[src/rtl/ttwm_pkg.sv]
`timescale 1ns / 1ps
// Shared constants for the task to worker mapper.
// No dependencies; imported by every module of the block.
package ttwm_pkg;

   localparam int TASK_BITS_DEF  = 16;
   localparam int MAX_NODES_DEF  = 256;
   localparam int WORKER_BITS    = 8;
   localparam int CSR_IDX_BITS   = 2;

   localparam logic [CSR_IDX_BITS-1:0] CSR_TOTAL_TASKS     = 2'd0;
   localparam logic [CSR_IDX_BITS-1:0] CSR_NODE_COUNT      = 2'd1;
   localparam logic [CSR_IDX_BITS-1:0] CSR_CONTIGUOUS_MODE = 2'd2;

endpackage

[src/rtl/ttwm_div_cell.sv]
`timescale 1ns / 1ps
// One restoring division step with its own pipeline register and handshake.
// Depends on ttwm_pkg; instantiated by ttwm_div_chain.
module ttwm_div_cell #(
   parameter int NW = ttwm_pkg::TASK_BITS_DEF,
   parameter int DW = ttwm_pkg::TASK_BITS_DEF,
   parameter int SW = 1
) (
   input  logic          clock,
   input  logic          reset,
   input  logic          in_valid,
   output logic          in_ready,
   input  logic [DW-1:0] in_rem,
   input  logic [NW-1:0] in_nq,
   input  logic [DW-1:0] in_den,
   input  logic [SW-1:0] in_side,
   output logic          out_valid,
   input  logic          out_ready,
   output logic [DW-1:0] out_rem,
   output logic [NW-1:0] out_nq,
   output logic [DW-1:0] out_den,
   output logic [SW-1:0] out_side
);
   import ttwm_pkg::*;

   logic          valid_ff;
   logic [DW-1:0] rem_ff, rem_in, den_ff;
   logic [NW-1:0] nq_ff, nq_in;
   logic [SW-1:0] side_ff;
   logic [DW:0]   trial;
   logic          ge;

   always_comb begin
      trial  = {in_rem, in_nq[NW-1]};
      ge     = trial >= {1'b0, in_den};
      rem_in = ge ? DW'(trial - {1'b0, in_den}) : trial[DW-1:0];
      nq_in  = {in_nq[NW-2:0], ge};
   end

   assign in_ready = !valid_ff || out_ready;

   always_ff @(posedge clock) begin
      if (reset) begin
         valid_ff <= 1'b0;
      end else if (in_ready) begin
         valid_ff <= in_valid;
      end
      if (in_ready && in_valid) begin
         rem_ff  <= rem_in;
         nq_ff   <= nq_in;
         den_ff  <= in_den;
         side_ff <= in_side;
      end
   end

   assign out_valid = valid_ff;
   assign out_rem   = rem_ff;
   assign out_nq    = nq_ff;
   assign out_den   = den_ff;
   assign out_side  = side_ff;

endmodule

[src/rtl/ttwm_div_chain.sv]
`timescale 1ns / 1ps
// Pipelined divider: a row of NW division cells, one quotient bit per cell.
// Depends on ttwm_pkg and ttwm_div_cell.
module ttwm_div_chain #(
   parameter int NW = ttwm_pkg::TASK_BITS_DEF,
   parameter int DW = ttwm_pkg::TASK_BITS_DEF,
   parameter int SW = 1
) (
   input  logic          clock,
   input  logic          reset,
   input  logic          in_valid,
   output logic          in_ready,
   input  logic [NW-1:0] in_num,
   input  logic [DW-1:0] in_den,
   input  logic [SW-1:0] in_side,
   output logic          out_valid,
   input  logic          out_ready,
   output logic [NW-1:0] out_quo,
   output logic [DW-1:0] out_rem,
   output logic [DW-1:0] out_den,
   output logic [SW-1:0] out_side
);
   import ttwm_pkg::*;

   logic          vld  [0:NW];
   logic          rdy  [0:NW];
   logic [DW-1:0] rem  [0:NW];
   logic [NW-1:0] nq   [0:NW];
   logic [DW-1:0] den  [0:NW];
   logic [SW-1:0] side [0:NW];

   assign vld[0]   = in_valid;
   assign in_ready = rdy[0];
   assign rem[0]   = '0;
   assign nq[0]    = in_num;
   assign den[0]   = in_den;
   assign side[0]  = in_side;

   for (genvar i = 0; i < NW; i++) begin : g_cell
      ttwm_div_cell #(.NW(NW), .DW(DW), .SW(SW)) u_cell (
         .clock     (clock),
         .reset     (reset),
         .in_valid  (vld[i]),
         .in_ready  (rdy[i]),
         .in_rem    (rem[i]),
         .in_nq     (nq[i]),
         .in_den    (den[i]),
         .in_side   (side[i]),
         .out_valid (vld[i+1]),
         .out_ready (rdy[i+1]),
         .out_rem   (rem[i+1]),
         .out_nq    (nq[i+1]),
         .out_den   (den[i+1]),
         .out_side  (side[i+1])
      );
   end

   assign rdy[NW]   = out_ready;
   assign out_valid = vld[NW];
   assign out_quo   = nq[NW];
   assign out_rem   = rem[NW];
   assign out_den   = den[NW];
   assign out_side  = side[NW];

endmodule

[src/rtl/task_to_worker_mapper_unit.sv]
`timescale 1ns / 1ps
// Task to worker mapper, top level: registers, two divider chains, output stage.
// Depends on ttwm_pkg and ttwm_div_chain.
//
// Usage: req_ carries one task index per transaction; rsp_ returns one
// transaction per task with worker number, local index and worker task count
// in rsp_tdata and the invalid flag in rsp_tuser. csr_ writes total_tasks
// (index 0), node_count (1) and contiguous_mode (2); it is always ready and
// must only be written while the block is empty.
// The pipeline is one divider chain of TASK_BITS cells for total / workers, one
// multiply register, a second chain of TASK_BITS cells for the task division,
// and the output register. Throughput is one transaction per cycle while
// rsp_tready is high; every cell holds one transaction.
// When rsp_tready is low the output register holds and the cells behind it
// fill up, bubbles first, before req_tready drops.
// Reset empties the pipeline and sets total_tasks 0, node_count 2, cyclic mode.
module task_to_worker_mapper_unit #(
   parameter int TASK_BITS = ttwm_pkg::TASK_BITS_DEF,
   parameter int MAX_NODES = ttwm_pkg::MAX_NODES_DEF
) (
   input  logic                                  clock,
   input  logic                                  reset,
   input  logic                                  req_tvalid,
   output logic                                  req_tready,
   input  logic [((TASK_BITS+7)/8)*8-1:0]        req_tdata,  // task_index
   output logic                                  rsp_tvalid,
   input  logic                                  rsp_tready,
   // worker_number, local_index, worker_task_count
   output logic [((ttwm_pkg::WORKER_BITS+2*TASK_BITS+7)/8)*8-1:0] rsp_tdata,
   output logic                                  rsp_tuser,  // invalid
   input  logic                                  csr_valid,
   output logic                                  csr_ready,
   input  logic [ttwm_pkg::CSR_IDX_BITS-1:0]     csr_index,
   input  logic [((TASK_BITS > $clog2(MAX_NODES+1)) ? TASK_BITS
                  : $clog2(MAX_NODES+1))-1:0]   csr_data
);
   import ttwm_pkg::*;

   localparam int TB   = TASK_BITS;
   localparam int NB   = $clog2(MAX_NODES + 1);
   localparam int WB   = $clog2(MAX_NODES);
   localparam int DW2  = (TB > WB) ? TB : WB;
   localparam int SPW  = TB + WB + 1;
   localparam int SW1  = TB + 2;
   localparam int SW2  = TB + WB + 3;
   localparam int RSPW = ((WORKER_BITS + 2*TB + 7) / 8) * 8;

   // configuration registers
   logic [TB-1:0] total_tasks_ff;
   logic [NB-1:0] node_count_ff;
   logic          contiguous_mode_ff;

   assign csr_ready = 1'b1;

   always_ff @(posedge clock) begin
      if (reset) begin
         total_tasks_ff     <= '0;
         node_count_ff      <= NB'(2);
         contiguous_mode_ff <= 1'b0;
      end else if (csr_valid) begin
         case (csr_index)
            CSR_TOTAL_TASKS:     total_tasks_ff     <= csr_data[TB-1:0];
            CSR_NODE_COUNT:      node_count_ff      <= csr_data[NB-1:0];
            CSR_CONTIGUOUS_MODE: contiguous_mode_ff <= csr_data[0];
            default: ;
         endcase
      end
   end

   // worker count and range check
   logic [TB-1:0] task_idx;
   logic [NB-1:0] nodes_clamp;
   logic [WB-1:0] avail, workers;
   logic          inv_req;

   always_comb begin
      task_idx    = req_tdata[TB-1:0];
      nodes_clamp = (node_count_ff > NB'(MAX_NODES)) ? NB'(MAX_NODES) : node_count_ff;
      avail       = (nodes_clamp >= NB'(2)) ? WB'(nodes_clamp - NB'(1)) : '0;
      workers     = (32'(total_tasks_ff) < 32'(avail)) ? WB'(total_tasks_ff) : avail;
      inv_req     = (workers == '0) || (task_idx >= total_tasks_ff);
   end

   // chain one: total / workers
   logic           c1_valid, c1_ready;
   logic [TB-1:0]  c1_quo;
   logic [WB-1:0]  c1_rem, c1_den;
   logic [SW1-1:0] c1_side;

   ttwm_div_chain #(.NW(TB), .DW(WB), .SW(SW1)) u_chain_base (
      .clock     (clock),
      .reset     (reset),
      .in_valid  (req_tvalid),
      .in_ready  (req_tready),
      .in_num    (total_tasks_ff),
      .in_den    (workers),
      .in_side   ({inv_req, contiguous_mode_ff, task_idx}),
      .out_valid (c1_valid),
      .out_ready (c1_ready),
      .out_quo   (c1_quo),
      .out_rem   (c1_rem),
      .out_den   (c1_den),
      .out_side  (c1_side)
   );

   // span of the workers with one extra task
   logic           m_valid_ff;
   logic [TB-1:0]  m_base_ff, m_task_ff;
   logic [WB-1:0]  m_rem_ff, m_wrk_ff;
   logic           m_mode_ff, m_inv_ff;
   logic [SPW-1:0] m_span_ff, m_span_in;
   logic           c2_in_ready;

   assign c1_ready  = !m_valid_ff || c2_in_ready;
   assign m_span_in = SPW'(c1_rem) * SPW'({1'b0, c1_quo} + (TB+1)'(1));

   always_ff @(posedge clock) begin
      if (reset) begin
         m_valid_ff <= 1'b0;
      end else if (c1_ready) begin
         m_valid_ff <= c1_valid;
      end
      if (c1_ready && c1_valid) begin
         m_base_ff <= c1_quo;
         m_rem_ff  <= c1_rem;
         m_wrk_ff  <= c1_den;
         m_task_ff <= c1_side[TB-1:0];
         m_mode_ff <= c1_side[TB];
         m_inv_ff  <= c1_side[TB+1];
         m_span_ff <= m_span_in;
      end
   end

   // chain two operands
   logic           hi;
   logic [TB-1:0]  num2;
   logic [DW2-1:0] den2;

   always_comb begin
      hi = SPW'(m_task_ff) < m_span_ff;
      if (!m_mode_ff) begin
         num2 = m_task_ff;
         den2 = DW2'(m_wrk_ff);
      end else if (hi) begin
         num2 = m_task_ff;
         den2 = DW2'(m_base_ff + TB'(1));
      end else begin
         num2 = m_task_ff - m_span_ff[TB-1:0];
         den2 = DW2'(m_base_ff);
      end
   end

   logic           c2_valid, c2_ready;
   logic [TB-1:0]  c2_quo;
   logic [DW2-1:0] c2_rem, c2_den;
   logic [SW2-1:0] c2_side;

   ttwm_div_chain #(.NW(TB), .DW(DW2), .SW(SW2)) u_chain_place (
      .clock     (clock),
      .reset     (reset),
      .in_valid  (m_valid_ff),
      .in_ready  (c2_in_ready),
      .in_num    (num2),
      .in_den    (den2),
      .in_side   ({m_inv_ff, m_mode_ff, hi, m_rem_ff, m_base_ff}),
      .out_valid (c2_valid),
      .out_ready (c2_ready),
      .out_quo   (c2_quo),
      .out_rem   (c2_rem),
      .out_den   (c2_den),
      .out_side  (c2_side)
   );

   // result assembly
   logic [TB-1:0]          f_base;
   logic [WB-1:0]          f_rem;
   logic                   f_hi, f_mode, f_inv;
   logic [DW2:0]           worker;
   logic [WORKER_BITS-1:0] worker_in;
   logic [TB-1:0]          local_in, count_in;
   logic                   extra;

   always_comb begin
      f_base = c2_side[TB-1:0];
      f_rem  = c2_side[TB+WB-1:TB];
      f_hi   = c2_side[TB+WB];
      f_mode = c2_side[TB+WB+1];
      f_inv  = c2_side[TB+WB+2];
      if (!f_mode) begin
         worker = (DW2+1)'(c2_rem);
         extra  = (DW2+1)'(c2_rem) < (DW2+1)'(f_rem);
      end else if (f_hi) begin
         worker = (DW2+1)'(c2_quo);
         extra  = 1'b1;
      end else begin
         worker = (DW2+1)'(f_rem) + (DW2+1)'(c2_quo);
         extra  = 1'b0;
      end
      worker_in = WORKER_BITS'(worker + (DW2+1)'(1));
      local_in  = f_mode ? c2_rem[TB-1:0] : c2_quo;
      count_in  = f_base + TB'(extra);
      if (f_inv) begin
         worker_in = '0;
         local_in  = '0;
         count_in  = '0;
      end
   end

   // output register
   logic                   rsp_valid_ff;
   logic [WORKER_BITS-1:0] rsp_worker_ff;
   logic [TB-1:0]          rsp_local_ff, rsp_count_ff;
   logic                   rsp_inv_ff;

   assign c2_ready = !rsp_valid_ff || rsp_tready;

   always_ff @(posedge clock) begin
      if (reset) begin
         rsp_valid_ff <= 1'b0;
      end else if (c2_ready) begin
         rsp_valid_ff <= c2_valid;
      end
      if (c2_ready && c2_valid) begin
         rsp_worker_ff <= worker_in;
         rsp_local_ff  <= local_in;
         rsp_count_ff  <= count_in;
         rsp_inv_ff    <= f_inv;
      end
   end

   assign rsp_tvalid = rsp_valid_ff;
   assign rsp_tdata  = RSPW'({rsp_count_ff, rsp_local_ff, rsp_worker_ff});
   assign rsp_tuser  = rsp_inv_ff;

   a_inv_zero: assert property (@(posedge clock) disable iff (reset)
      rsp_tvalid && rsp_tuser |-> rsp_worker_ff == '0 && rsp_local_ff == '0
                                  && rsp_count_ff == '0)
      else $error("invalid transaction with non-zero fields");

   a_local_below_count: assert property (@(posedge clock) disable iff (reset)
      rsp_tvalid && !rsp_tuser |-> rsp_local_ff < rsp_count_ff)
      else $error("local index not below worker task count");

   a_count_nonzero: assert property (@(posedge clock) disable iff (reset)
      rsp_tvalid && !rsp_tuser |-> rsp_count_ff != '0)
      else $error("valid transaction with empty worker");

   a_place_divisor: assert property (@(posedge clock) disable iff (reset)
      c2_valid && !f_inv |-> c2_den != '0)
      else $error("placement division by zero");

   a_stall_hold: assert property (@(posedge clock) disable iff (reset)
      rsp_tvalid && !rsp_tready |=> rsp_tvalid && $stable(rsp_count_ff)
                                    && $stable(rsp_local_ff))
      else $error("result changed while stalled");

endmodule

[config.mk]
export PLATFORM = sky130hd
export DESIGN_NAME = task_to_worker_mapper_unit
export DESIGN_NICKNAME = d
export VERILOG_FILES = /design/src/rtl/ttwm_pkg.sv /design/src/rtl/ttwm_div_cell.sv /design/src/rtl/ttwm_div_chain.sv /design/src/rtl/task_to_worker_mapper_unit.sv
export SDC_FILE = /design/constraint.sdc
export NUM_CORES = 2
export LEC_CHECK = 0
export BUFFER_PORTS_ARGS = -buffer_cell sky130_fd_sc_hd__buf_2
export CELL_PAD_IN_SITES_DETAIL_PLACEMENT = 0
export CELL_PAD_IN_SITES_GLOBAL_PLACEMENT = 1
export CORE_MARGIN = 8
export CORE_UTILIZATION = 45
export CTS_BUF_LIST = sky130_fd_sc_hd__clkbuf_4
export DETAILED_ROUTE_END_ITERATION = 8
export MAX_ROUTING_LAYER = met4
export PLACE_DENSITY_LB_ADDON = 0.1
export SETUP_SLACK_MARGIN = 0.3
export SLEW_MARGIN = 20
export SYNTH_ARGS = -nofsm -noshare
export SYNTH_HDL_FRONTEND = slang
export SYNTH_SLANG_ARGS = --single-unit
[constraint.sdc]
create_clock -name clock -period 24.2 [get_ports clock]
set_input_delay 2.42 -clock clock [delete_from_list [all_inputs] [get_ports clock]]
set_output_delay 2.42 -clock clock [all_outputs]
set_load 0.02 [all_outputs]
==> results_dict.tcl <==
set metrics [dict create \
    cts_root_buf "clkbuf_4" \
    clk_pin_slew_ns 0.06 \
    insertion_delay_ns 1.37 \
    yosys-top-cells-area "edfxtp_1 (67%), ha_1 (6.3%), inv_1 (2.8%), fa_1 (2.6%), a21oi_1 (1.8%)" \
    synth_edf_count 2100 \
    holdWs_ns 0.3475 \
    grt_start_max_net_pins 76 \
    area_growth_pct 12.02 \
    synth_cells 6563 \
    start_util_pct 45.26 \
    p_sw_w 0.001516 \
    synthFlopType "edfxtp_1" \
    fillers 17760 \
    cts_made_buffers 584 \
    critPathArrivalTime_ns 6.08 \
    seqCellArea_sq_um 64260 \
    antenna_found_initial 4 \
    power.share.switching_pct 20.68 \
    cts.sinks 2160 \
    synth_top_area_share_pct 67.36 \
    ys_types 80 \
    crit_path_max_fanout 7 \
    post_cts_buffers 0 \
    drtIter0Drc 2713 \
    die_x_um 472.1 \
    cts_max_path_buffers 4 \
    grt_pass1_vias 52510 \
    fin_setup_tns_ns 0 \
    yosysTopAreaCell "edfxtp_1" \
    wire_per_inst_um 17.58 \
    final_antenna_net_count 0 \
    place_congestion 0.8346 \
    grt_first_pass_wirelength_mm 285.6 \
    r2r_slack_ns 17.31 \
    status "finished clean" \
    pin_count 83 \
    coreArea_sq_um 206900 \
    nets 7807 \
    power_frac_seq_pct 55.8 \
    synth-seq-cells 2160 \
    power.leakage_nw 39.18 \
    num_vias 51550 \
    cp.required_ns 21.78 \
    hold_violations 0 \
    timing.final.crit_share_pct 35.11 \
    slowest_delay_ns 0.79 \
    setup_viol 0 \
    worstReg2RegEnd "m_span_ff[24]" \
    pwr_density_cell_nw_per_um2 69.88 \
    die_height_um 472.1 \
    worstSetupPathType "input pin to primary output" \
    rows 167 \
    numPortBuffers 81 \
    groute.layer.met2.usage_pct 26.83 \
    worstSetupEndpointType "primary output" \
    grt-ovfl-total 0 \
    hold_class "flip-flop to flip-flop" \
    combPwrFrac_pct 1.6 \
    viasPerCell 5.014 \
    skew_ns 0.1304 \
    seq_area_frac_synth_pct 68.64 \
    worstMarginPinSlew_ns 1.075 \
    dp_hpwl_mm 126.4 \
    finalCriticalPeriod_ns 8.498 \
    cts_tree "done" \
    slowest_stage "nor4_1" \
    htreeDepth 6 \
    grt_use_met1_pct 20.70 \
    track_usage_pct 16.47 \
    synthArstFlopShare_pct 0 \
    vdd_drop_max_v 0.00005447 \
    slew_violations 0 \
    worstSetupStartpointType "input pin" \
    cap_violations 0 \
    r2r_start "u_chain_base.g_cell[15].u_cell.out_nq[0]" \
    synth_fp_nets 7193 \
    syn_area_sq_um 93620 \
    ctsHoldBuffers 0 \
    drive_above_1_share_pct 15.70 \
    max_freq_ghz 0.1177 \
    crit_path_start "rsp_tready" \
    ys_warn_count 0 \
    avgSynthCellArea_sq_um 14.26 \
    clockPowerShare_pct 42.6 \
    post_cts_resized 0 \
    dieArea_sq_um 222900 \
    p_int_w 0.005813 \
    critPathCapture "req_tready" \
    rsz0062_at_grt "false" \
    drcViolationCount 0 \
    worstPathCellList "buf_2, nor2b_1, and3_1, nand4_1, buf_4, nor4_1, nand2_1, nor3_1, and4_1, nand4_1, buf_2" \
    r2r_cells 23 \
    grtUsageMet3_pct 3.752 \
    drt-total-wl_mm 180.7 \
    relSlewSlack_pct 28.34 \
    firstDrtPassIters 5 \
    grt.busiest_layer "met2" \
    multiInputGateArea_sq_um 26610 \
]
-- routing by layer --
layer	share of wire (%)	vias up
met2	49	895
li1	-	25620
met1	45	24740
met3	4.1	294
met4	2.0	0
met5	0	-
-- cell families (layout without fill, tap and decap cells) --
group / Yosys count / count (layout) / share of synthesized area [%]
fa+ha+maj: 591 / 591 / 8.877
mux: 130 / 130 / 1.509
xor+xnor: 291 / 291 / 2.722
flops: 2160 / 2160 / 68.64
other cells: 1 / 16 / 0.004006
simple gates: 1458 / 1458 / 7.428
buf+inv: 809 / 1807 / 3.281
compound gates: 1123 / 1123 / 7.539
-- worst min-delay path by stage --
stage          depth (start not counted)                                     endpoint                                        start  slack (ns)
3_5_place_dp                           0   u_chain_base.g_cell[12].u_cell.out_side[4]   u_chain_base.g_cell[11].u_cell.out_side[4]        0.40
4_1_cts                                0  u_chain_place.g_cell[5].u_cell.out_side[13]  u_chain_place.g_cell[4].u_cell.out_side[13]        0.31
6_report                               0  u_chain_place.g_cell[5].u_cell.out_side[13]  u_chain_place.g_cell[4].u_cell.out_side[13]        0.35
2_1_floorplan                          0                                     m_inv_ff  u_chain_base.g_cell[15].u_cell.out_side[17]        0.40
5_1_grt                                0   u_chain_place.g_cell[3].u_cell.out_side[7]   u_chain_place.g_cell[2].u_cell.out_side[7]        0.35
3_3_place_gp                           0  u_chain_place.g_cell[13].u_cell.out_side[0]  u_chain_place.g_cell[12].u_cell.out_side[0]        0.40
-- area by class of cell --
cell class | count | share of cell area, %
Antenna cell | 15 | 0.03579
Clock buffer | 819 | 5.862
Clock inverter | 151 | 0.9210
Inverter | 705 | 2.523
Multi-Input combinational cell | 3594 | 25.38
Sequential cell | 2160 | 61.27
Tap cell | 2704 | 3.226
Timing Repair Buffer | 132 | 0.7826
-- critical path, delay by kind of cell --
| family | cells | cell delay (ns) |
|---|---|---|
| buf+inv | 3 | 0.56 |
| simple gates | 8 | 3.07 |
-- synth_stat cells (35+ instances only) --
library cell / number
o21a_1: 35
mux2_2: 89
and2_1: 63
fa_1: 122
a21oi_1: 332
nand3_1: 65
nor2_1: 442
nand4_1: 116
clkbuf_1: 92
nor3_1: 77
ha_1: 469
inv_1: 703
nand2b_1: 54
xor2_1: 118
o31ai_1: 48
mux2i_1: 41
dfxtp_1: 60
or3_1: 41
a21o_1: 97
o21ai_0: 310
xnor2_1: 173
a21boi_0: 75
nor2b_1: 91
edfxtp_1: 2100
nand2_1: 391
-- through the flow --
| step | utilization [%] | setup slack [ns] | total power, W | instance area (sq um) | cells |
|---|---|---|---|---|---|
| after floorplan | - | 14.59 | 0.004251 | 93620 | 6563 |
| after global placement | 47.22 | 15.74 | 0.004283 | 97670 | 9293 |
| after detailed placement | 47.22 | 15.77 | 0.004285 | 97670 | 9293 |
| after CTS | 50.66 | 15.74 | 0.007480 | 104800 | 10260 |
| after global routing | 50.70 | 15.39 | 0.007693 | 104900 | 10280 |
| final | 50.70 | 15.70 | 0.007329 | 104900 | 10280 |
-- flip-flops by register name (all words and copies together), names as in the netlist, 9 cells and up --
name,count
u_chain_base.g_cell.u_cell.out_valid,16
u_chain_base.g_cell.u_cell.out_den,128
u_chain_place.g_cell.u_cell.out_side,432
u_chain_place.g_cell.u_cell.out_nq,256
m_task_ff,16
u_chain_base.g_cell.u_cell.out_nq,256
m_span_ff,25
m_base_ff,16
u_chain_place.g_cell.u_cell.out_den,240
u_chain_place.g_cell.u_cell.out_rem,256
u_chain_place.g_cell.u_cell.out_valid,16
rsp_local_ff,16
u_chain_base.g_cell.u_cell.out_side,288
node_count_ff,9
u_chain_base.g_cell.u_cell.out_rem,128
total_tasks_ff,16
rsp_count_ff,16
-- power groups by stage --
stage / clock network, W / registers (W) / logic, W
detailed placement: 0 / 0.00417 / 0.000117
global route: 0.00347 / 0.00409 / 0.000132
global placement: 0 / 0.00417 / 0.000115
CTS: 0.00328 / 0.00409 / 0.000117
floorplan: 0 / 0.00416 / 0.0000873
finish: 0.00313 / 0.00409 / 0.000115
-- cells in the final DEF (no fill, tap or decap), types with 18 or more instances in the layout --
master,Yosys,final
edfxtp_1,2100,2100
clkbuf_4,0,819
inv_1,703,703
ha_1,469,469
nor2_1,442,436
nand2_1,391,391
a21oi_1,332,330
o21ai_0,310,310
xnor2_1,173,173
fa_1,122,122
xor2_1,118,118
nand4_1,116,116
a21o_1,97,97
clkinv_1,2,97
mux2_2,89,89
buf_2,1,81
nor2b_1,91,79
nor3_1,77,77
nand3_1,65,65
a21boi_0,75,65
and2_1,63,61
dfxtp_1,60,60
nand2b_1,54,54
buf_4,2,49
o31ai_1,48,48
mux2i_1,41,41
or3_1,41,41
o21a_1,35,35
a211oi_1,29,29
and3_1,27,27
a31oi_1,31,27
nor4_1,25,25
or2_2,24,24
o21bai_1,22,22
a311oi_1,21,21
clkinv_2,0,20
o41ai_1,18,18
Power figures use the tool's default switching activity.
